==> src/hdl/fgn_pkg.sv <==
// Shared types, constants and the permutation table of the fractal gradient noise block.
`timescale 1ns / 1ps
package fgn_pkg;

  // Default values for the top-level parameters.
  localparam int MAX_OCTAVES_DEF     = 8;
  localparam int COORD_FRAC_BITS_DEF = 12;

  // Fixed field widths.
  localparam int COORD_W = 24;
  localparam int CFG_W   = 16;
  localparam int CNT_W   = 4;
  localparam int IDX_W   = 2;
  localparam int OUT_W   = 16;
  localparam int FREQ_W  = 48;
  localparam int AMP_W   = 17;
  localparam int LEFT_W  = 5;

  // Accumulator widths, sized for up to 16 octaves.
  localparam int TOT_W  = 44;
  localparam int WSUM_W = 21;

  // Divider widths.
  localparam int DIV_D_W = WSUM_W + 1;
  localparam int REM_W   = DIV_D_W + 16;
  localparam int NUM_W   = TOT_W + 1;

  // Configuration register indexes.
  localparam logic [IDX_W-1:0] CFG_IDX_OCTAVES     = 2'd0;
  localparam logic [IDX_W-1:0] CFG_IDX_PERSISTENCE = 2'd1;
  localparam logic [IDX_W-1:0] CFG_IDX_LACUNARITY  = 2'd2;

  // Reset values of the configuration registers.
  localparam logic [CNT_W-1:0] OCTAVES_RST     = 4'd4;
  localparam logic [CFG_W-1:0] PERSISTENCE_RST = 16'd32768;
  localparam logic [CFG_W-1:0] LACUNARITY_RST  = 16'd8192;

  // Unity in the frequency and amplitude formats.
  localparam logic [FREQ_W-1:0] FREQ_ONE = 48'h0000_0001_0000;
  localparam logic [AMP_W-1:0]  AMP_ONE  = 17'h10000;

  // One sample travelling down the octave chain.
  typedef struct packed {
    logic signed [COORD_W-1:0] cx;
    logic signed [COORD_W-1:0] cy;
    logic [FREQ_W-1:0]         freq;
    logic [AMP_W-1:0]          amp;
    logic signed [TOT_W-1:0]   total;
    logic [WSUM_W-1:0]         wsum;
    logic [LEFT_W-1:0]         left;
  } item_t;

  localparam logic [7:0] PERM [256] = '{
    8'd151, 8'd160, 8'd137, 8'd91,  8'd90,  8'd15,  8'd131, 8'd13,
    8'd201, 8'd95,  8'd96,  8'd53,  8'd194, 8'd233, 8'd7,   8'd225,
    8'd140, 8'd36,  8'd103, 8'd30,  8'd69,  8'd142, 8'd8,   8'd99,
    8'd37,  8'd240, 8'd21,  8'd10,  8'd23,  8'd190, 8'd6,   8'd148,
    8'd247, 8'd120, 8'd234, 8'd75,  8'd0,   8'd26,  8'd197, 8'd62,
    8'd94,  8'd252, 8'd219, 8'd203, 8'd117, 8'd35,  8'd11,  8'd32,
    8'd57,  8'd177, 8'd33,  8'd88,  8'd237, 8'd149, 8'd56,  8'd87,
    8'd174, 8'd20,  8'd125, 8'd136, 8'd171, 8'd168, 8'd68,  8'd175,
    8'd74,  8'd165, 8'd71,  8'd134, 8'd139, 8'd48,  8'd27,  8'd166,
    8'd77,  8'd146, 8'd158, 8'd231, 8'd83,  8'd111, 8'd229, 8'd122,
    8'd60,  8'd211, 8'd133, 8'd230, 8'd220, 8'd105, 8'd92,  8'd41,
    8'd55,  8'd46,  8'd245, 8'd40,  8'd244, 8'd102, 8'd143, 8'd54,
    8'd65,  8'd25,  8'd63,  8'd161, 8'd1,   8'd216, 8'd80,  8'd73,
    8'd209, 8'd76,  8'd132, 8'd187, 8'd208, 8'd89,  8'd18,  8'd169,
    8'd200, 8'd196, 8'd135, 8'd130, 8'd116, 8'd188, 8'd159, 8'd86,
    8'd164, 8'd100, 8'd109, 8'd198, 8'd173, 8'd186, 8'd3,   8'd64,
    8'd52,  8'd217, 8'd226, 8'd250, 8'd124, 8'd123, 8'd5,   8'd202,
    8'd38,  8'd147, 8'd118, 8'd126, 8'd255, 8'd82,  8'd85,  8'd212,
    8'd207, 8'd206, 8'd59,  8'd227, 8'd47,  8'd16,  8'd58,  8'd17,
    8'd182, 8'd189, 8'd28,  8'd42,  8'd223, 8'd183, 8'd170, 8'd213,
    8'd119, 8'd248, 8'd152, 8'd2,   8'd44,  8'd154, 8'd163, 8'd70,
    8'd221, 8'd153, 8'd101, 8'd155, 8'd167, 8'd43,  8'd172, 8'd9,
    8'd129, 8'd22,  8'd39,  8'd253, 8'd19,  8'd98,  8'd108, 8'd110,
    8'd79,  8'd113, 8'd224, 8'd232, 8'd178, 8'd185, 8'd112, 8'd104,
    8'd218, 8'd246, 8'd97,  8'd228, 8'd251, 8'd34,  8'd242, 8'd193,
    8'd238, 8'd210, 8'd144, 8'd12,  8'd191, 8'd179, 8'd162, 8'd241,
    8'd81,  8'd51,  8'd145, 8'd235, 8'd249, 8'd14,  8'd239, 8'd107,
    8'd49,  8'd192, 8'd214, 8'd31,  8'd181, 8'd199, 8'd106, 8'd157,
    8'd184, 8'd84,  8'd204, 8'd176, 8'd115, 8'd121, 8'd50,  8'd45,
    8'd127, 8'd4,   8'd150, 8'd254, 8'd138, 8'd236, 8'd205, 8'd93,
    8'd222, 8'd114, 8'd67,  8'd29,  8'd24,  8'd72,  8'd243, 8'd141,
    8'd128, 8'd195, 8'd78,  8'd66,  8'd215, 8'd61,  8'd156, 8'd180
  };

endpackage

==> src/hdl/fgn_div.sv <==
// Pipelined normalizing divider: one quotient bit per restoring step, with clamping to zero and saturation.
`timescale 1ns / 1ps
module fgn_div (
  input  logic                               clk,
  input  logic                               rst_n,
  input  logic                               in_vld,
  input  logic signed [fgn_pkg::TOT_W-1:0]   in_total,
  input  logic [fgn_pkg::WSUM_W-1:0]         in_wsum,
  output logic                               out_vld,
  output logic [fgn_pkg::OUT_W-1:0]          out_value
);

  localparam int NB   = fgn_pkg::OUT_W;
  localparam int LAST = NB + 1;

  logic [fgn_pkg::NUM_W-1:0]   num_nxt, num_r;
  logic [fgn_pkg::DIV_D_W-1:0] d_r   [0:LAST];
  logic                        vld_r [0:LAST];
  logic [fgn_pkg::REM_W-1:0]   rem_r [1:LAST];
  logic [NB-1:0]               q_r   [1:LAST];
  logic                        zero_r [1:LAST];
  logic                        sat_r  [1:LAST];
  logic                        zero_nxt, sat_nxt;
  logic                        out_vld_r;
  logic [NB-1:0]               out_value_r;

  always_comb begin
    num_nxt  = fgn_pkg::NUM_W'(in_total) + fgn_pkg::NUM_W'({in_wsum, 16'b0});
    zero_nxt = num_r[fgn_pkg::NUM_W-1] || (num_r == '0);
    sat_nxt  = num_r[fgn_pkg::NUM_W-2:0] >= (fgn_pkg::NUM_W-1)'({d_r[0], 16'b0});
  end

  always_ff @(posedge clk) begin
    num_r     <= num_nxt;
    d_r[0]    <= {in_wsum, 1'b0};
    d_r[1]    <= d_r[0];
    rem_r[1]  <= num_r[fgn_pkg::REM_W-1:0];
    q_r[1]    <= '0;
    zero_r[1] <= zero_nxt;
    sat_r[1]  <= sat_nxt;
  end

  // Restoring steps, most significant quotient bit first.
  for (genvar s = 2; s <= LAST; s++) begin : g_step
    localparam int K = LAST - s;
    logic [fgn_pkg::REM_W-1:0] dsh;
    logic                      ge;
    always_comb begin
      dsh = fgn_pkg::REM_W'(d_r[s-1]) << K;
      ge  = rem_r[s-1] >= dsh;
    end
    always_ff @(posedge clk) begin
      d_r[s]    <= d_r[s-1];
      rem_r[s]  <= ge ? (rem_r[s-1] - dsh) : rem_r[s-1];
      q_r[s]    <= q_r[s-1] | (NB'(ge) << K);
      zero_r[s] <= zero_r[s-1];
      sat_r[s]  <= sat_r[s-1];
    end
  end

  always_ff @(posedge clk) begin
    if (!rst_n) begin
      for (int s = 0; s <= LAST; s++) begin
        vld_r[s] <= 1'b0;
      end
      out_vld_r <= 1'b0;
    end else begin
      vld_r[0] <= in_vld;
      for (int s = 1; s <= LAST; s++) begin
        vld_r[s] <= vld_r[s-1];
      end
      out_vld_r <= vld_r[LAST];
    end
  end

  always_ff @(posedge clk) begin
    if (zero_r[LAST]) begin
      out_value_r <= '0;
    end else if (sat_r[LAST]) begin
      out_value_r <= '1;
    end else begin
      out_value_r <= q_r[LAST];
    end
  end

  assign out_vld   = out_vld_r;
  assign out_value = out_value_r;

endmodule
==> config.mk <==
export PLATFORM = sky130hd
export DESIGN_NAME = fgn_div
export DESIGN_NICKNAME = d
export VERILOG_FILES = /design/src/hdl/fgn_pkg.sv /design/src/hdl/fgn_div.sv
export SDC_FILE = /design/constraint.sdc
export NUM_CORES = 2
export LEC_CHECK = 0
export BUFFER_PORTS_ARGS = -buffer_cell sky130_fd_sc_hd__buf_2
export CAP_MARGIN = 20
export CORE_AREA = 3 3 338 240
export CTS_BUF_LIST = sky130_fd_sc_hd__clkbuf_16
export DETAILED_ROUTE_END_ITERATION = 12
export DIE_AREA = 0 0 341 243
export PLACE_DENSITY = 0.76
export SYNTH_ARGS = -nofsm -noshare
export SYNTH_HDL_FRONTEND = slang
export SYNTH_SLANG_ARGS = --single-unit
export TNS_END_PERCENT = 50
==> constraint.sdc <==
create_clock -name clk -period 4.2 [get_ports clk]
set_clock_uncertainty 0.05 [all_clocks]
set_input_delay 0.21 -clock clk [delete_from_list [all_inputs] [get_ports clk]]
set_output_delay 0.21 -clock clk [all_outputs]
set_load 0.02 [all_outputs]
# Yosys cells after proc, flatten, opt, wreduce, memory -nomap -nowiden
# Memory sizes are Yosys's and may differ from the RTL's. A register that Yosys moved wholly into a read port is not among the register bits.
# Cells that the tools add are included.
# totals
ff_bits	61
ramBits	1366
inputBits	68
output_inout_bits	17
n_memories	6
# classes
addsub	17
n_lt_le_gt_ge	17
muxes	37
bitwise	34
reduce_logical	3
# memory_table
memory	words	word_bits	rd	rd_clocked_by_memory_dff	write_ports	line_no	source
rem_r	17	38	16	0	17	fgn_div.sv:19	logic [fgn_pkg::REM_W-1:0] rem_r [1:LAST];
d_r	18	22	17	0	18	fgn_div.sv:17	logic [fgn_pkg::DIV_D_W-1:0] d_r [0:LAST];
q_r	17	16	17	0	17	fgn_div.sv:20	logic [NB-1:0] q_r [1:LAST];
vld_r	18	1	18	1	18	fgn_div.sv:18	logic vld_r [0:LAST];
sat_r	17	1	17	0	17	fgn_div.sv:22	logic sat_r [1:LAST];
zero_r	17	1	17	0	17	fgn_div.sv:21	logic zero_r [1:LAST];
# ops
op	count
$mux W38	16
$add A44 B38 Y45	1
$logic_not A45 Y1	1
$ge A44 B38 Y1	1
$ge A38 B22 Y1	1
$ge A38 B23 Y1	1
$ge A38 B24 Y1	1
$ge A38 B25 Y1	1
$ge A38 B26 Y1	1
$ge A38 B27 Y1	1
$ge A38 B28 Y1	1
$ge A38 B29 Y1	1
$ge A38 B30 Y1	1
$ge A38 B31 Y1	1
$ge A38 B32 Y1	1
$ge A38 B33 Y1	1
$ge A38 B34 Y1	1
$ge A38 B35 Y1	1
$ge A38 B36 Y1	1
$ge A38 B37 Y1	1
$sub A38 B22 Y38	1
$sub A38 B23 Y38	1
$sub A38 B24 Y38	1
$sub A38 B25 Y38	1
33 further kinds	69

# Logic depth before layout (Yosys ltp)
# An unclocked memory read counts as a cell.
# depth
depth_word	3
mapped_depth	14
ltp_nobuf	13

# Worst setup path after synthesis
# OpenSTA, ideal clock, no wires.
# synth_timing
kind	register to register
startpoint	register, netlist name rem_r[0][559]
endpoint	register, netlist name rem_r[0][597]
setup_time_ns	0.134
arrival_ns	3.185
required_ns	4.016
setup_slack_ns	0.832
path_stages_with_launch	11
path_buffers	1
period_less_slack_ns	3.368
cell_sequence	dfxtp_1 > or4_4 > nor4b_2 > or4b_1 > or3_1 > or4_4 > nor3_4 > or3_1 > buf_2 > nor4_1 > xor2_1

==> results.md <==
* Status: finished with violations
* Failing checks: negative setup slack
* Final ANT Viol Nets at 0
* Detailed Routing Iterations Pass 1 at 5
* Die W at 341 um
* Setup TNS at -0.672 ns
* Pre-CTS setup slack at 0.189 ns
* Maximum clock insertion buffer count at 3
* Worst rel slew slack at 20.0%
* Setup violations, final at 10
* Family with the most delay on the worst path: simple AND/OR/NAND/NOR gates
* Sink Count at 1,215
* CP required at 4.71 ns
* Avg Cell Area, Syn at 9.76 um2
* Routability Congestion at 0.930
* Vias at 36,600
* Critical path capture point type: flop
* Unrepaired setup endpoints after global routing: no
* Worst-path cell chain: inv_1, ha_1, nand2_1, or4_1, nor4b_1, a311oi_1, o211ai_1, buf_12, mux2_2
* Worst Slack Setup Final at -0.0928 ns
* GRT busiest layer: met1
* Top FF cell, synth: dfxtp_1
* Max Fanout on Critical Path at 31
* Mapped Area at 0.0491 mm2
* Detail Placement HPWL at 88,400 um
* Met3 Usage GRT at 6.17%
* # H-tree levels at 3
* Area growth syn-to-layout at 13.1%
* Seq/Total Area, Yosys at 49.5%
* Root Buffer: clkbuf_16
* Tightest Pin Transition at 1.18 ns
* Largest net degree at the start of global routing at 43
* Final max-slew violation count at 0
* Final min period at 4.29 ns
* Tot GR Track Use at 28.1%
* Yosys Warn Count at 0
* CTS tree: built
* Period utilization at 102%
* Fill cells at 5,777
* DR iter-0 viols at 3,345
* Largest stage delay, worst path at 1.05 ns
* GR Overflow Total at 0
* Critical path's slowest cell: nor4b_1
* Initial antenna violation count at 3
* Crit Path Class: flop to flop
* Post-synth EDFFs at 0
* Crit path buf inv count at 2
* Library cells used by synthesis at 80
* FF+latch count, synth at 1,215
* CTS-repair resized insts at 0
* Number of global-route vias before repair at 34,000
* Ys async rst share at 0%
* Nets at 5,722
* First-pass GRT wire length at 188,000 um
* DR WL/cell at 18.4 um
* I/O Buffers at 84
* # DRC at 0
* Io pins at 85
* Mapped Cells at 5,035
* # placed instances at 6,129
* Starting Density at 62.8%
* Met1 usage at 46.8%
* Min-delay worst type: input port to flop
* F_max at 233 MHz
* Cts bufs inserted at 107
* Die area at 0.0829 mm2
* Chip height at 243 um
* Worst-path clk slew at 0.07 ns
* Leakage Power at 24.8 nW
* Vias/cell at 5.71
* Layout cells sized above 1 at 8.00%
* Non-filler cells, final at 6,410
* Final hold violations at 0
* Clk_lat worst skew at 0.73 ns
* WL final at 118,000 um
* Crit path launch type: flop
* Syn nets at 5,497
* # Max-Cap Violations at 0
* # rows at 86
* Core Area at 0.0782 mm2
* VDD IR max at 0.000398 V
* Pwr/cell area at 801 mW/mm2
* Worst EP arrival at 4.81 ns
* Met2 Use GR at 36.3%
cells in the mapped netlist, types with 23 or more instances:
cell | instances | area share [%]
nand3_1 | 60 | 0.61
o21bai_1 | 32 | 0.49
a211oi_1 | 38 | 0.58
inv_1 | 442 | 3.4
a31oi_1 | 23 | 0.29
a21oi_1 | 393 | 4.0
mux2_2 | 74 | 1.7
nor2_1 | 387 | 3.0
or4_1 | 23 | 0.35
nand2b_1 | 74 | 0.94
o31a_1 | 23 | 0.41
clkbuf_1 | 81 | 0.62
nor3_1 | 87 | 0.89
or3_1 | 28 | 0.36
a21o_1 | 121 | 1.8
ha_1 | 378 | 9.6
nor2b_1 | 45 | 0.57
o31ai_1 | 45 | 0.69
nor4_1 | 64 | 0.82
nand2_1 | 302 | 2.3
nand4_1 | 62 | 0.79
o21ai_0 | 267 | 2.7
and2_1 | 27 | 0.34
xnor2_1 | 193 | 3.4
xor2_1 | 178 | 3.2
dfxtp_1 | 1215 | 50
o21a_1 | 64 | 0.98
per-stage QoR:
stage | utilization [%] | power (W) | hold WS [ns] | instance area, um2
floorplan | - | 0.0292 | 0.188 | 49100
global placement | 65.2 | 0.0332 | 0.260 | 51000
detailed placement | 65.2 | 0.0336 | 0.262 | 51000
CTS | 71.0 | 0.0442 | 0.0238 | 55600
global route | 71.0 | 0.0473 | 0.0440 | 55600
finish | 71.0 | 0.0445 | 0.0586 | 55600
cells in the final DEF (no fill, tap or decap), types with 23 or more instances in the layout:
cell type and instances:
or3_1 28, buf_4 33, nand4_1 62, dfxtp_1 1215, o21bai_1 32, inv_1 449, a31oi_1 23, a211oi_1 38
dlygate4sd3_1 78, clkbuf_16 107, nand3_1 60, nor2b_1 45, o31a_1 23, nor3_1 86, clkinv_2 24, xor2_1 178
or4_1 23, nor2_1 386, a21o_1 121, o21ai_0 266, o31ai_1 44, a21oi_1 392, ha_1 378, xnor2_1 193
buf_2 84, nand2_1 302, nor4_1 64, mux2_2 74, and2_1 27, nand2b_1 74, o21a_1 64
power by group:
group | switching (W) | internal [W] | total [W]
combinational | 0.00973 | 0.00770 | 0.0174
clock | 0.00456 | 0.00584 | 0.0104
sequential | 0.00212 | 0.0146 | 0.0167
layer usage:
layer / wire (um) / vias up / share of wire, %
met1: 62100 / 17300 / 53
met3: 10800 / 131 / 9.2
met5: 0 / - / 0
li1: - / 17900 / -
met2: 43600 / 1219 / 37
met4: 1690 / 0 / 1.4
final timing paths:
kind / slack (ns) / depth (start not counted) / endpoint / startpoint
worst max-delay path: -0.09 / 9 / rem_r[0][361] / d_r[8][21]
worst min-delay path: 0.06 / 2 / num_r[12] / in_total[12]
worst max register to register: -0.09 / 9 / rem_r[0][361] / d_r[8][21]
worst min register to register: 0.27 / 0 / q_r[3][7] / q_r[2][55]
sequential cells by signal, indices dropped and copies added, names as in the netlist:
register	count
rem_r	608
d_r	357
q_r	136
num_r	45
vld_r	18
sat_r	17
zero_r	17
out_value	16
out_vld	1
area by class of cell:
cell class                      count  area [um2]  share of cell area (%)
Tap cell                         1056        1320                    2.38
Inverter                          444        1670                    3.00
Sequential cell                  1215       24300                    43.8
Clock buffer                      107        2680                    4.82
Clock inverter                     95        1130                    2.03
Multi-Input combinational cell   3290       22900                    41.1
Timing Repair Buffer              202        1590                    2.86
Antenna cell                        1        2.50                 0.00450
cell families after synthesis:
family                   after synthesis  share of synthesized area, %
buffers and inverters                530                          4.05
XOR/XNOR                             371                          6.61
adder cells (fa/ha/maj)              394                          10.3
AO/OA/AOI/OAI                       1165                          14.8
AND/OR/NAND/NOR                     1280                          12.9
multiplexers                          80                          1.82
flip-flops                          1215                          49.5
timing repair:
item,CTS,global route
setup buffers,0,0
endpoints found under the hold margin,85,0
hold buffers,78,0
(Power assumes the default switching activity.)
